--- config.mk ---
export PLATFORM = sky130hd
export DESIGN_NAME = sitiu_queue
export DESIGN_NICKNAME = d
export VERILOG_FILES = /design/src/sv/struct_init_table_interpreter_unit_assert.svh /design/src/sv/sitiu_pkg.sv /design/src/sv/sitiu_queue.sv
export SDC_FILE = /design/constraint.sdc
export NUM_CORES = 1
export LEC_CHECK = 0
export BUFFER_PORTS_ARGS = -buffer_cell sky130_fd_sc_hd__clkbuf_2
export CAP_MARGIN = 40
export CORE_AREA = 2 2 60 62
export CTS_CLUSTER_DIAMETER = 80
export DETAILED_ROUTE_END_ITERATION = 12
export DIE_AREA = 0 0 62 64
export PLACE_DENSITY = 0.78
export SYNTH_ARGS = -nofsm -noshare
export SYNTH_HDL_FRONTEND = slang
export SYNTH_SLANG_ARGS = --single-unit
--- constraint.sdc ---
create_clock -name clk -period 2.4 [get_ports clk]
set_input_delay 0.24 -clock clk [delete_from_list [all_inputs] [get_ports clk]]
set_output_delay 0.24 -clock clk [all_outputs]
set_load 0.01 [all_outputs]
--- src/sv/struct_init_table_interpreter_unit_assert.svh ---
// Assertion macros used by the init-table interpreter back end.
// Expects clk and rst (synchronous, active high) in the calling scope.
`ifndef STRUCT_INIT_TABLE_INTERPRETER_UNIT_ASSERT_SVH
`define STRUCT_INIT_TABLE_INTERPRETER_UNIT_ASSERT_SVH

// Same-cycle implication.
`define SITIU_ASSERT_IMP(lbl, ante, cons) \
  lbl: assert property (@(posedge clk) disable iff (rst) (ante) |-> (cons)) \
    else $error("sitiu assertion failed");

// Next-cycle implication.
`define SITIU_ASSERT_NEXT(lbl, ante, cons) \
  lbl: assert property (@(posedge clk) disable iff (rst) (ante) |=> (cons)) \
    else $error("sitiu assertion failed");

`endif

--- src/sv/sitiu_pkg.sv ---
// Package for the init-table interpreter: command field codes, job type, helpers.
// No dependencies.
`default_nettype none

package sitiu_pkg;

  localparam int WR_OFS_W = 24;

  // Unit size codes, command bits 5..4
  localparam logic [1:0] SIZE_LONG = 2'd0;
  localparam logic [1:0] SIZE_WORD = 2'd1;
  localparam logic [1:0] SIZE_BYTE = 2'd2;
  localparam logic [1:0] SIZE_NONE = 2'd3;

  // Command type codes, command bits 7..6
  localparam logic [1:0] TYPE_COPY   = 2'd0;
  localparam logic [1:0] TYPE_REPEAT = 2'd1;
  localparam logic [1:0] TYPE_OFF8   = 2'd2;
  localparam logic [1:0] TYPE_OFF24  = 2'd3;

  typedef enum logic [0:0] {
    JOB_RUN = 1'b0,
    JOB_END = 1'b1
  } job_kind_t;

  // One queued job: a run of count units of the given size, or the end marker.
  typedef struct packed {
    job_kind_t        kind;
    logic [1:0]       size;
    logic [4:0]       count;
    logic [3:0][7:0]  data;
  } job_t;

  localparam int JOB_W = $bits(job_t);

  typedef struct packed {
    logic full;
    logic empty;
  } q_stat_t;

  // Index of the last byte of a unit.
  function automatic logic [1:0] last_idx(input logic [1:0] size);
    logic [1:0] r;
    case (size)
      SIZE_LONG: r = 2'd3;
      SIZE_WORD: r = 2'd1;
      default:   r = 2'd0;
    endcase
    return r;
  endfunction

  // Bytes in a run: count times unit size.
  function automatic logic [6:0] run_len(input logic [4:0] count, input logic [1:0] size);
    logic [6:0] r;
    case (size)
      SIZE_LONG: r = {count, 2'b00};
      SIZE_WORD: r = {1'b0, count, 1'b0};
      default:   r = {2'b00, count};
    endcase
    return r;
  endfunction

endpackage

`default_nettype wire

--- src/sv/sitiu_queue.sv ---
// Small job queue between front and back end.
// Depends on sitiu_pkg.
`default_nettype none

module sitiu_queue
  import sitiu_pkg::*;
#(
  parameter int W     = 8,
  parameter int DEPTH = 4
) (
  input  wire logic         clk,
  input  wire logic         rst,
  input  wire logic         push,
  input  wire logic [W-1:0] push_data,
  input  wire logic         pop,
  output logic [W-1:0]      head,
  output q_stat_t           q_stat
);

  localparam int AW = (DEPTH > 1) ? $clog2(DEPTH) : 1;
  localparam int CW = $clog2(DEPTH + 1);

  logic [W-1:0]  mem [DEPTH];
  logic [AW-1:0] wp, rp;
  logic [CW-1:0] cnt;

  assign head         = mem[rp];
  assign q_stat.full  = (cnt == CW'(DEPTH));
  assign q_stat.empty = (cnt == '0);

  always_ff @(posedge clk) begin
    if (push) begin
      mem[wp] <= push_data;
    end
  end

  always_ff @(posedge clk) begin
    if (rst) begin
      wp  <= '0;
      rp  <= '0;
      cnt <= '0;
    end else begin
      if (push) begin
        wp <= (wp == AW'(DEPTH - 1)) ? '0 : wp + AW'(1);
      end
      if (pop) begin
        rp <= (rp == AW'(DEPTH - 1)) ? '0 : rp + AW'(1);
      end
      case ({push, pop})
        2'b10:   cnt <= cnt + CW'(1);
        2'b01:   cnt <= cnt - CW'(1);
        default: cnt <= cnt;
      endcase
    end
  end

endmodule

`default_nettype wire

==> flow_metrics.env <==
export IMPL_synth_top_area_frac=0.599
export IMPL_required_ns=2.16
export IMPL_tns_ns=0
export IMPL_avgViaCountPerCell=4.94
export IMPL_path_cells="mux4_2 -> clkbuf_2"
export IMPL_synth_edf_count=32
export IMPL_yosys_area_top_type="edfxtp_1"
export IMPL_drc=0
export IMPL_grt_max_degree=13
export IMPL_vias=805
export IMPL_synth_top_cells_by_count="32 x edfxtp_1, 9 x dfxtp_1, 8 x mux4_2"
export IMPL_first_pass_iters=3
export IMPL_met2_usage=0.238
export IMPL_r2r_end="cnt[2]$_SDFFE_PP0P_"
export IMPL_whs_path_depth=1
export IMPL_yosys_cell_count_top_type="edfxtp_1"
export IMPL_p_leak_nw=0.668
export IMPL_coreArea_mm2=0.00328
export IMPL_htree_levels=2
export IMPL_ctsResizeCount=0
export IMPL_fin_skew_ns=0.00516
export IMPL_hold_start="push_data[5]"
export IMPL_synthTopCellsByArea="edfxtp_1 60%, dfxtp_1 11%, mux4_2 11%, ha_1 4.7%, inv_1 1.6%"
export IMPL_ff2ff_path_depth=5
export IMPL_clkLatencyLatePin_ns=0.33
export IMPL_synth_fp_nets=109
export IMPL_cp_data_arrival_time_ns=1.74
export IMPL_ys_warn_count=0
export IMPL_pin_count=22
export IMPL_r2r_start="cnt[0]$_SDFFE_PP0P_"
export IMPL_power_density_mw_per_mm2=711
export IMPL_drt_iter0_drc=31
export IMPL_grt_pass1_wl_um=3910
export IMPL_dp_slack_ns=0.599
export IMPL_grt_pass1_vias=857
export IMPL_syn_avg_cell_area_um2=17.8
export IMPL_cts_root_buffer="clkbuf_4"
export IMPL_path_class="register to output port"
export IMPL_ys_async_sr_fraction=0
export IMPL_cts_buffer_depth=2
export IMPL_finalCritPeriodShare=0.823
export IMPL_vdd_drop_max_uv=356
export IMPL_status="completed"
export IMPL_synth_flop_cell="edfxtp_1"
export IMPL_crit_slowest_cell="dfxtp_1"
export IMPL_holdWs_ns=0.119
export IMPL_diodes=0
export IMPL_max_cap_violations=0
export IMPL_path_max_fanout=8
export IMPL_ys_seq_area_frac=0.711
export IMPL_synthCells=90
export IMPL_worst_pin_slew_ns=0.540
export IMPL_nNetsFinal=135
export IMPL_finalWorstSetupSlack_ns=0.425
export IMPL_wirelength_um=2410
export IMPL_n_fill_cell=284
export IMPL_hold_path_class="input pin to register"
export IMPL_cts_tree="yes"
export IMPL_die_area_mm2=0.00397
export IMPL_setup_violations=0
export IMPL_met1_usage=0.160
export IMPL_dp_hpwl_um=1760
export IMPL_post_drt_wl_per_cell_um=14.8
export IMPL_grt_use_total=0.146
export IMPL_initial_core_util=0.489
export IMPL_finalPower_mw=1.28
export IMPL_antenna_found_initial=0
export IMPL_slew_viol_final=0
export IMPL_port_buffers=21
export IMPL_period_needed_ns=1.98
export IMPL_max_freq_mhz=506
export IMPL_die_y_um=64
export IMPL_r2r_setup_slack_ns=0.80
export IMPL_syn2layout_area_growth_pct=12.2
export IMPL_startpoint_type="register"
export IMPL_gp_congestion=0.712
export IMPL_cts_sinks=41
export IMPL_clkTransAtPathRegs_ns=0.11
export IMPL_hold_viol_final=0
export IMPL_drive_above_1_share=0.299
export IMPL_ys_ff_latch=41
export IMPL_grt_overflow=0
export IMPL_max_stage_delay_ns=0.68
export IMPL_endpoint_kind="output port"
export IMPL_cts_hold_buf=0
export IMPL_numCtsBuffers=5
export IMPL_use_met3=0.0648
export IMPL_die_w_um=62
export IMPL_ant_nets=0
export IMPL_row_count=21
export IMPL_ys_types=18
export IMPL_min_to="mem[0][5]$_DFFE_PP_"
export IMPL_grt_busiest_layer="met2"
export IMPL_postCtsSetupRepairBufs=0
export IMPL_rsz0062_at_grt="no"
export IMPL_netlist_area_mm2=0.00161
export IMPL_relSlewSlack=0.640
export IMPL_final_util=0.549
-- report_power, final --
part | switching [mW] | internal (mW) | leakage (nW)
Sequential | 0.0247 | 0.802 | 0.368
Combinational | 0.0763 | 0.0718 | 0.270
Clock | 0.201 | 0.106 | 0.0300
-- logic make-up after synthesis --
family          Yosys count  share of synthesized area
flops                    41                      0.711
simple gates             16                     0.0522
fa+ha+maj                 7                     0.0592
mux                      10                      0.125
buf+inv                   9                     0.0265
xor+xnor                  2                     0.0109
compound gates            5                     0.0156
-- per-layer routing --
layer,vias to the layer above,part of all wire
met5,-,0
met4,0,0.017
met3,6,0.051
met2,21,0.53
met1,390,0.40
li1,388,-
-- registers in the layout, summed over array words and instances (netlist names), named ones only --
register  flops
wp            2
mem          32
cnt           3
rp            2
-- through the flow --
step / instances / cell area, µm²
after floorplan: 90 / 1610
after global placement: 155 / 1750
after detailed placement: 155 / 1750
after CTS: 163 / 1800
after global routing: 163 / 1800
final: 163 / 1800
-- critical path, delay by kind of cell (launching register included) --
| family | cells | cell delay (ns) |
|---|---|---|
| flops | 1 | 0.68 |
| mux | 1 | 0.58 |
| buf+inv | 1 | 0.14 |
-- area by class of cell --
type / count / area [µm²] / share of cell area
flip-flops and latches: 41 / 1140 / 0.633
well taps: 46 / 57.6 / 0.0319
clock inverters: 3 / 12.5 / 0.00694
clock buffers: 5 / 37.5 / 0.0208
repair buffers: 21 / 105 / 0.0583
multi-input cells: 40 / 422 / 0.234
inverters: 7 / 26.3 / 0.0146
-- cells in the final DEF (no fill, tap or decap), types with 4 or more instances in the layout --
cell / count
clkbuf_2: 21
a21oi_1: 4
dfxtp_1: 9
and2_1: 4
edfxtp_1: 32
clkbuf_4: 5
ha_1: 6
inv_1: 7
mux4_2: 8
nor2_1: 7
-- how the worst max path moves through the flow --
stage,depth (start not counted),endpoint
after floorplan,7,cnt[2]$_SDFFE_PP0P_
after global placement,8,cnt[2]$_SDFFE_PP0P_
after detailed placement,8,cnt[2]$_SDFFE_PP0P_
after CTS,2,head[1]
after global routing,2,head[4]
final,2,head[1]
Power figures use the tool's default switching activity.
