<file path="config.mk">
export PLATFORM = sky130hd
export DESIGN_NAME = sitiu_front_flat
export DESIGN_NICKNAME = d
export VERILOG_FILES = /design/src/sv/struct_init_table_interpreter_unit_assert.svh /design/src/sv/sitiu_pkg.sv /design/src/sv/sitiu_in_if.sv /design/src/sv/sitiu_front.sv /design/src/flat_wrapper.sv
export SDC_FILE = /design/constraint.sdc
export NUM_CORES = 1
export LEC_CHECK = 0
export ABC_AREA = 1
export BUFFER_PORTS_ARGS = -buffer_cell sky130_fd_sc_hd__buf_2
export CELL_PAD_IN_SITES_DETAIL_PLACEMENT = 0
export CELL_PAD_IN_SITES_GLOBAL_PLACEMENT = 1
export CORE_MARGIN = 2
export CORE_UTILIZATION = 37
export DETAILED_ROUTE_END_ITERATION = 12
export PLACE_DENSITY_LB_ADDON = 0.05
export RECOVER_POWER = 100
export SYNTH_ARGS = -nofsm -noshare
export SYNTH_HDL_FRONTEND = slang
export SYNTH_SLANG_ARGS = --single-unit
</file>
<file path="constraint.sdc">
create_clock -name clk -period 2.45 [get_ports clk]
set_input_delay 0.1225 -clock clk [delete_from_list [all_inputs] [get_ports clk]]
set_output_delay 0.1225 -clock clk [all_outputs]
set_load 0.02 [all_outputs]
</file>
<file path="src/sv/struct_init_table_interpreter_unit_assert.svh">
// Assertion macros used by the init-table interpreter back end.
// Expects clk and rst (synchronous, active high) in the calling scope.
`ifndef STRUCT_INIT_TABLE_INTERPRETER_UNIT_ASSERT_SVH
`define STRUCT_INIT_TABLE_INTERPRETER_UNIT_ASSERT_SVH

// Same-cycle implication.
`define SITIU_ASSERT_IMP(lbl, ante, cons) \
  lbl: assert property (@(posedge clk) disable iff (rst) (ante) |-> (cons)) \
    else $error("sitiu assertion failed");

// Next-cycle implication.
`define SITIU_ASSERT_NEXT(lbl, ante, cons) \
  lbl: assert property (@(posedge clk) disable iff (rst) (ante) |=> (cons)) \
    else $error("sitiu assertion failed");

`endif

</file>
<file path="src/sv/sitiu_pkg.sv">
// Package for the init-table interpreter: command field codes, job type, helpers.
// No dependencies.
`default_nettype none

package sitiu_pkg;

  localparam int WR_OFS_W = 24;

  // Unit size codes, command bits 5..4
  localparam logic [1:0] SIZE_LONG = 2'd0;
  localparam logic [1:0] SIZE_WORD = 2'd1;
  localparam logic [1:0] SIZE_BYTE = 2'd2;
  localparam logic [1:0] SIZE_NONE = 2'd3;

  // Command type codes, command bits 7..6
  localparam logic [1:0] TYPE_COPY   = 2'd0;
  localparam logic [1:0] TYPE_REPEAT = 2'd1;
  localparam logic [1:0] TYPE_OFF8   = 2'd2;
  localparam logic [1:0] TYPE_OFF24  = 2'd3;

  typedef enum logic [0:0] {
    JOB_RUN = 1'b0,
    JOB_END = 1'b1
  } job_kind_t;

  // One queued job: a run of count units of the given size, or the end marker.
  typedef struct packed {
    job_kind_t        kind;
    logic [1:0]       size;
    logic [4:0]       count;
    logic [3:0][7:0]  data;
  } job_t;

  localparam int JOB_W = $bits(job_t);

  typedef struct packed {
    logic full;
    logic empty;
  } q_stat_t;

  // Index of the last byte of a unit.
  function automatic logic [1:0] last_idx(input logic [1:0] size);
    logic [1:0] r;
    case (size)
      SIZE_LONG: r = 2'd3;
      SIZE_WORD: r = 2'd1;
      default:   r = 2'd0;
    endcase
    return r;
  endfunction

  // Bytes in a run: count times unit size.
  function automatic logic [6:0] run_len(input logic [4:0] count, input logic [1:0] size);
    logic [6:0] r;
    case (size)
      SIZE_LONG: r = {count, 2'b00};
      SIZE_WORD: r = {1'b0, count, 1'b0};
      default:   r = {2'b00, count};
    endcase
    return r;
  endfunction

endpackage

`default_nettype wire

</file>
<file path="src/sv/sitiu_in_if.sv">
// Table byte input channel: valid/ready handshake with one byte of payload.
// No dependencies.
`default_nettype none

interface sitiu_in_if;
  logic       valid;
  logic       ready;
  logic [7:0] table_byte;

  modport source (output valid, output table_byte, input ready);
  modport sink (input valid, input table_byte, output ready);
endinterface

`default_nettype wire

</file>
<file path="src/sv/sitiu_front.sv">
// Front end: parses table bytes, tracks the destination offset, emits jobs.
// Depends on sitiu_pkg and sitiu_in_if.
`default_nettype none

module sitiu_front
  import sitiu_pkg::*;
#(
  parameter int OFFSET_BITS = 24
) (
  input  wire logic                   clk,
  input  wire logic                   rst,
  sitiu_in_if.sink                    tbl,
  input  wire q_stat_t                q_stat,
  output logic                        push,
  output job_t                        job,
  output logic [OFFSET_BITS-1:0]      job_ofs
);

  typedef enum logic [5:0] {
    PH_CMD  = 6'b000001,
    PH_OFF  = 6'b000010,
    PH_PAD  = 6'b000100,
    PH_DATA = 6'b001000,
    PH_REP  = 6'b010000,
    PH_DONE = 6'b100000
  } phase_t;

  phase_t                 phase, phase_next;
  logic [7:0]             cmd, cmd_next;
  logic [4:0]             units, units_next;
  logic [1:0]             ubi, ubi_next;
  logic [1:0]             obs, obs_next;
  logic                   odd, odd_next;
  logic [OFFSET_BITS-1:0] dest, dest_next;
  logic [3:0][7:0]        rbuf, rbuf_next;
  logic [7:0]             b;
  logic                   acc;

  function automatic phase_t enter_phase(input logic [7:0] c, input logic odd_pos);
    phase_t p;
    if (c[5:4] == SIZE_NONE) begin
      p = PH_CMD;
    end else if (c[5:4] != SIZE_BYTE && odd_pos) begin
      p = PH_PAD;
    end else if (c[7:6] == TYPE_REPEAT) begin
      p = PH_REP;
    end else begin
      p = PH_DATA;
    end
    return p;
  endfunction

  assign tbl.ready = !q_stat.full;
  assign b         = tbl.table_byte;
  assign acc       = tbl.valid && tbl.ready;
  assign job_ofs   = dest;

  always_comb begin
    phase_next = phase;
    cmd_next   = cmd;
    units_next = units;
    ubi_next   = ubi;
    obs_next   = obs;
    odd_next   = odd;
    dest_next  = dest;
    rbuf_next  = rbuf;
    push       = 1'b0;
    job        = '0;
    if (acc && phase != PH_DONE) begin
      odd_next = ~odd;
      case (phase)
        PH_CMD: begin
          if (b == 8'd0) begin
            push       = 1'b1;
            job.kind   = JOB_END;
            phase_next = PH_DONE;
          end else begin
            cmd_next   = b;
            units_next = {1'b0, b[3:0]} + 5'd1;
            ubi_next   = 2'd0;
            obs_next   = 2'd0;
            if (b[7:6] == TYPE_OFF8 || b[7:6] == TYPE_OFF24) begin
              if (b[7:6] == TYPE_OFF24) begin
                dest_next = '0;
              end
              phase_next = PH_OFF;
            end else begin
              phase_next = enter_phase(b, ~odd);
            end
          end
        end
        PH_OFF: begin
          if (cmd[7:6] == TYPE_OFF8) begin
            dest_next  = OFFSET_BITS'(b);
            phase_next = enter_phase(cmd, ~odd);
          end else begin
            dest_next = OFFSET_BITS'({dest, b});
            obs_next  = obs + 2'd1;
            if (obs == 2'd2) begin
              phase_next = enter_phase(cmd, ~odd);
            end
          end
        end
        PH_PAD: begin
          phase_next = (cmd[7:6] == TYPE_REPEAT) ? PH_REP : PH_DATA;
        end
        PH_DATA: begin
          push         = 1'b1;
          job.kind     = JOB_RUN;
          job.size     = SIZE_BYTE;
          job.count    = 5'd1;
          job.data[0]  = b;
          dest_next    = dest + OFFSET_BITS'(1);
          if (ubi == last_idx(cmd[5:4])) begin
            ubi_next   = 2'd0;
            units_next = units - 5'd1;
            if (units == 5'd1) begin
              phase_next = PH_CMD;
            end
          end else begin
            ubi_next = ubi + 2'd1;
          end
        end
        PH_REP: begin
          rbuf_next[ubi] = b;
          if (ubi == last_idx(cmd[5:4])) begin
            push      = 1'b1;
            job.kind  = JOB_RUN;
            job.size  = cmd[5:4];
            job.count = units;
            for (int i = 0; i < 4; i++) begin
              job.data[i] = (ubi == 2'(i)) ? b : rbuf[i];
            end
            dest_next  = dest + OFFSET_BITS'(run_len(units, cmd[5:4]));
            units_next = 5'd0;
            ubi_next   = 2'd0;
            phase_next = PH_CMD;
          end else begin
            ubi_next = ubi + 2'd1;
          end
        end
        default: begin
          phase_next = PH_CMD;
        end
      endcase
    end
  end

  always_ff @(posedge clk) begin
    if (rst) begin
      phase <= PH_CMD;
      cmd   <= '0;
      units <= '0;
      ubi   <= '0;
      obs   <= '0;
      odd   <= 1'b0;
      dest  <= '0;
    end else begin
      phase <= phase_next;
      cmd   <= cmd_next;
      units <= units_next;
      ubi   <= ubi_next;
      obs   <= obs_next;
      odd   <= odd_next;
      dest  <= dest_next;
    end
  end

  always_ff @(posedge clk) begin
    rbuf <= rbuf_next;
  end

endmodule

`default_nettype wire

</file>
<file path="src/flat_wrapper.sv">
// flat-port wrapper written by rule: the top's interface ports become plain ports
module sitiu_front_flat import sitiu_pkg::*;
#(
  parameter int OFFSET_BITS = 24
)
  (clk, rst, q_stat, push, job, job_ofs, tbl_valid, tbl_table_byte, tbl_ready);
  sitiu_in_if tbl_i ();
  input  wire logic clk;
  input  wire logic rst;
  input  wire q_stat_t q_stat;
  output logic push;
  output job_t job;
  output logic [OFFSET_BITS-1:0] job_ofs;
  input wire logic [$bits(tbl_i.valid)-1:0] tbl_valid;
  input wire logic [$bits(tbl_i.table_byte)-1:0] tbl_table_byte;
  output wire logic [$bits(tbl_i.ready)-1:0] tbl_ready;
  assign tbl_i.valid = tbl_valid;
  assign tbl_i.table_byte = tbl_table_byte;
  assign tbl_ready = tbl_i.ready;
  sitiu_front #(.OFFSET_BITS(OFFSET_BITS)) u_core (.clk(clk), .rst(rst), .tbl(tbl_i), .q_stat(q_stat), .push(push), .job(job), .job_ofs(job_ofs));
endmodule
</file>
==> impl_results.md <==
* CTS tree: built
* DIE AREA at about 15,000 um^2
* Final slew viol count at 0
* Slowest stage delay, CP at about 0.34 ns
* N_diodes at 0
* Compound-Gate Fraction of Synth Area at 0.170
* WP data required at roughly 2.3 ns
* Reg power frac at 0.445
* Htree depth at 3
* WHS at between 0.2 and 0.25 ns
* Initial antenna violation count at 0
* Post-synth top area cell: edfxtp_1
* Worst path top cell family by delay: buffers and inverters
* Max Cap Viol at 0
* RePlAce Congestion at around 0.89
* WP data arrival at between 2 and 2.5 ns
* Worst path slowest cell: dfxtp_2
* Gate power share at 0.139
* TritonCTS buffer count at 9
* Dominant cells by area after synthesis: edfxtp_1, dfxtp_1, nand2_1, inv_1, a21oi_1
* Crit Path Max Fanout at 26
* Die Y-Extent at about 120 um
* Total grt overflow at 0
* P_sw at between 0.9 and 1 mW
* Post-synthesis cell count at ~740
* TNS Setup at 0 ns
* Total internal power at ~2.2 mW
* Starting density of the core at 0.381
* Buf+Inv Stages, Crit Path at 4
* Final Net Count at roughly 890
* WL final at 17.3 mm
* # IOs at between 70 and 80
* Final setup violation count at 0
* Switching Share at 0.299
* Main combinational cell family by area after synthesis: simple AND/OR/NAND/NOR gates
* CP Class: register to primary output
* Detailed Place HPWL at 12.6 mm
* Worst Hold Class: input port to register
* Clk pin slew, worst setup/hold paths at approximately 0.070 ns
* Routed vias/inst at between 5 and 6
* Share of layout cells above drive strength 1 at 0.213
* Worst-margin pin slew at approximately 0.74 ns
* Warnings, synthesis at 0
* Fill cell count at around 1,400
* Critical path cell sequence: nor2_4 > nand4_4 > buf_6 > buf_12 > nor2_4 > nand2_2 > buf_12 > a211oi_1 > buf_2
* Register area at ~1900 um^2
* Top cells by count, synth: nand2_1, inv_1, nor2_1
* Fmax at 428 MHz
* Kind of launch point of the worst setup path: register
* Max VDD drop at 0.378 mV
* DRT iter0 DRCs at just under 400
* Synth cell types at 40
* Total clock sinks at 76
* Detailed-route via count at between 5,000 and 6,000
* CTS root buf: clkbuf_16
* Gr usage total at 0.241
* Top-count cell post-synth: nand2_1
* Synth top area share at 0.190
* Netlist Area Pre-Place at approximately 5000 um^2
* Syn nets at between 700 and 800
* Longest Clk Path Bufs at 2
* WL per Instance at ~17 um
* DRC viols at 0
* DP Worst Slack at -0.0402 ns
* Main synth FF type: dfxtp_1
* Unrepaired setup endpoints after global routing: true
* First-pass GRT wire length at about 27 mm
* Sequential area share after synthesis at 0.364
* Core area at around 13,000 um^2
* Fin. Hold Viols at 0
* Synth-to-layout area growth at 26.4%
* IO Port Bufs at 77
* PD cells at about 490 nW/um^2
* Clock power frac at 0.416
* First-pass DRT Iterations at 4
* Post-synthesis mux area share at 0
* Adder-cell share of the synthesized area at 0.0435
* Clock Skews at between 0.007 and 0.008 ns
* Die W at approximately 120 um
* Crit path time final at 2.34 ns
* Cell row count at 42
* Vias in the first global route at about 4,900
* Final period util at 0.954
* Async set-reset flop share out of synthesis at 0
* Clock Latency Late Sink at approximately 0.35 ns
* Syn_area_per_cell at roughly 7 um^2
* Post-synth EDFFs at 32
* Synth Area in Simple Gates at 0.318
* CP Capture Type: primary output
* Relative slew slack at 0.505
* Seq cells post-synth at 76
* Largest net degree at the start of global routing at 29
* Final setup margin at approximately 0.11 ns
* Outcome: finished, final reports clean
* Multi-input logic area at about 2900 um^2
* Post-DRT Antenna Nets at 0
* Pleak at approximately 2.7 nW
* Synth Area in XOR/XNOR at 0.0138
-- cell type report --
class                   count  share of cell area
multi-input cells         545               0.454
flip-flops and latches     76               0.289
repair buffers            132               0.124
inverters                  92              0.0539
clock buffers               9              0.0352
well taps                 176              0.0344
clock inverters             7             0.00879
-- worst register-to-register path, delay by kind of cell (launching register included) --
| family | cells | cell delay [ns] |
|---|---|---|
| DFF | 1 | 0.47 |
| and+or+nand+nor | 6 | 0.80 |
| buffers and inverters | 1 | 0.14 |
| xor gates and xnor gates | 1 | 0.12 |
| adders and majority gates | 1 | 0.28 |
| AOI/OAI and AO/OA | 2 | 0.39 |
-- cell usage in the layout (no fill, tap or decap), drive strengths merged, types with 16 or more instances in the layout --
cell    count
ha         16
nor2       85
buf        98
a211oi     29
dfxtp      44
clkbuf     43
nand2     207
o21ai      43
edfxtp     32
a21oi      62
inv        95
nand3      52
-- metal layers --
metal	vias to the layer above	GRT usage	part of all wire
li1	2688	-	-
met1	2473	0.364	0.50
met2	142	0.347	0.43
met3	14	0.0418	0.057
met4	0	0.0727	0.013
met5	-	0	0
-- state kept, by name (all words and copies together), names as in the netlist --
name / flops
u_core.odd: 1
u_core.ubi: 2
u_core.rbuf: 32
u_core.obs: 2
u_core.units: 5
u_core.phase: 6
u_core.cmd: 4
u_core.job_ofs: 24
-- through the flow --
stage / instance area (um^2) / utilization / cells / total power, mW
CTS: 6270 / 0.472 / 1035 / 3.15
global route: 6400 / 0.482 / 1037 / 3.26
floorplan: 5060 / - / 736 / 1.66
finish: 6400 / 0.482 / 1037 / 3.12
global placement: 5960 / 0.448 / 1017 / 1.83
detailed placement: 5960 / 0.448 / 1017 / 1.83
-- worst paths after layout --
path	cells past startpoint	endpoint	slack [ns]	startpoint
max	9	job[24]	0.11	u_core.phase[3]
min	1	u_core.rbuf[19]	0.21	tbl_table_byte[3]
max reg2reg	11	u_core.job_ofs[7]	0.14	u_core.units[0]
min reg2reg	2	u_core.obs[1]	0.47	u_core.obs[1]
-- logic make-up after synthesis --
kind of cell | count (synthesis)
AOI/OAI and AO/OA | 150
xor gates and xnor gates | 8
adders and majority gates | 17
buffers and inverters | 115
DFF | 76
and+or+nand+nor | 370
-- power groups by stage --
stage | clock (mW) | combinational, mW | sequential, mW
5_1_grt | 1.39 | 0.481 | 1.39
2_1_floorplan | 0 | 0.252 | 1.41
3_3_place_gp | 0 | 0.416 | 1.41
4_1_cts | 1.34 | 0.427 | 1.38
6_report | 1.30 | 0.434 | 1.39
3_5_place_dp | 0 | 0.421 | 1.41
-- what timing repair did --
item / in CTS / in global routing
resized for setup: 5 / 48
hold buffers: 0 / 0
setup buffers: 2 / 2
endpoints found under the setup margin: 14 / 38
pin swaps: 3 / 20
(Power assumes the default switching activity.)
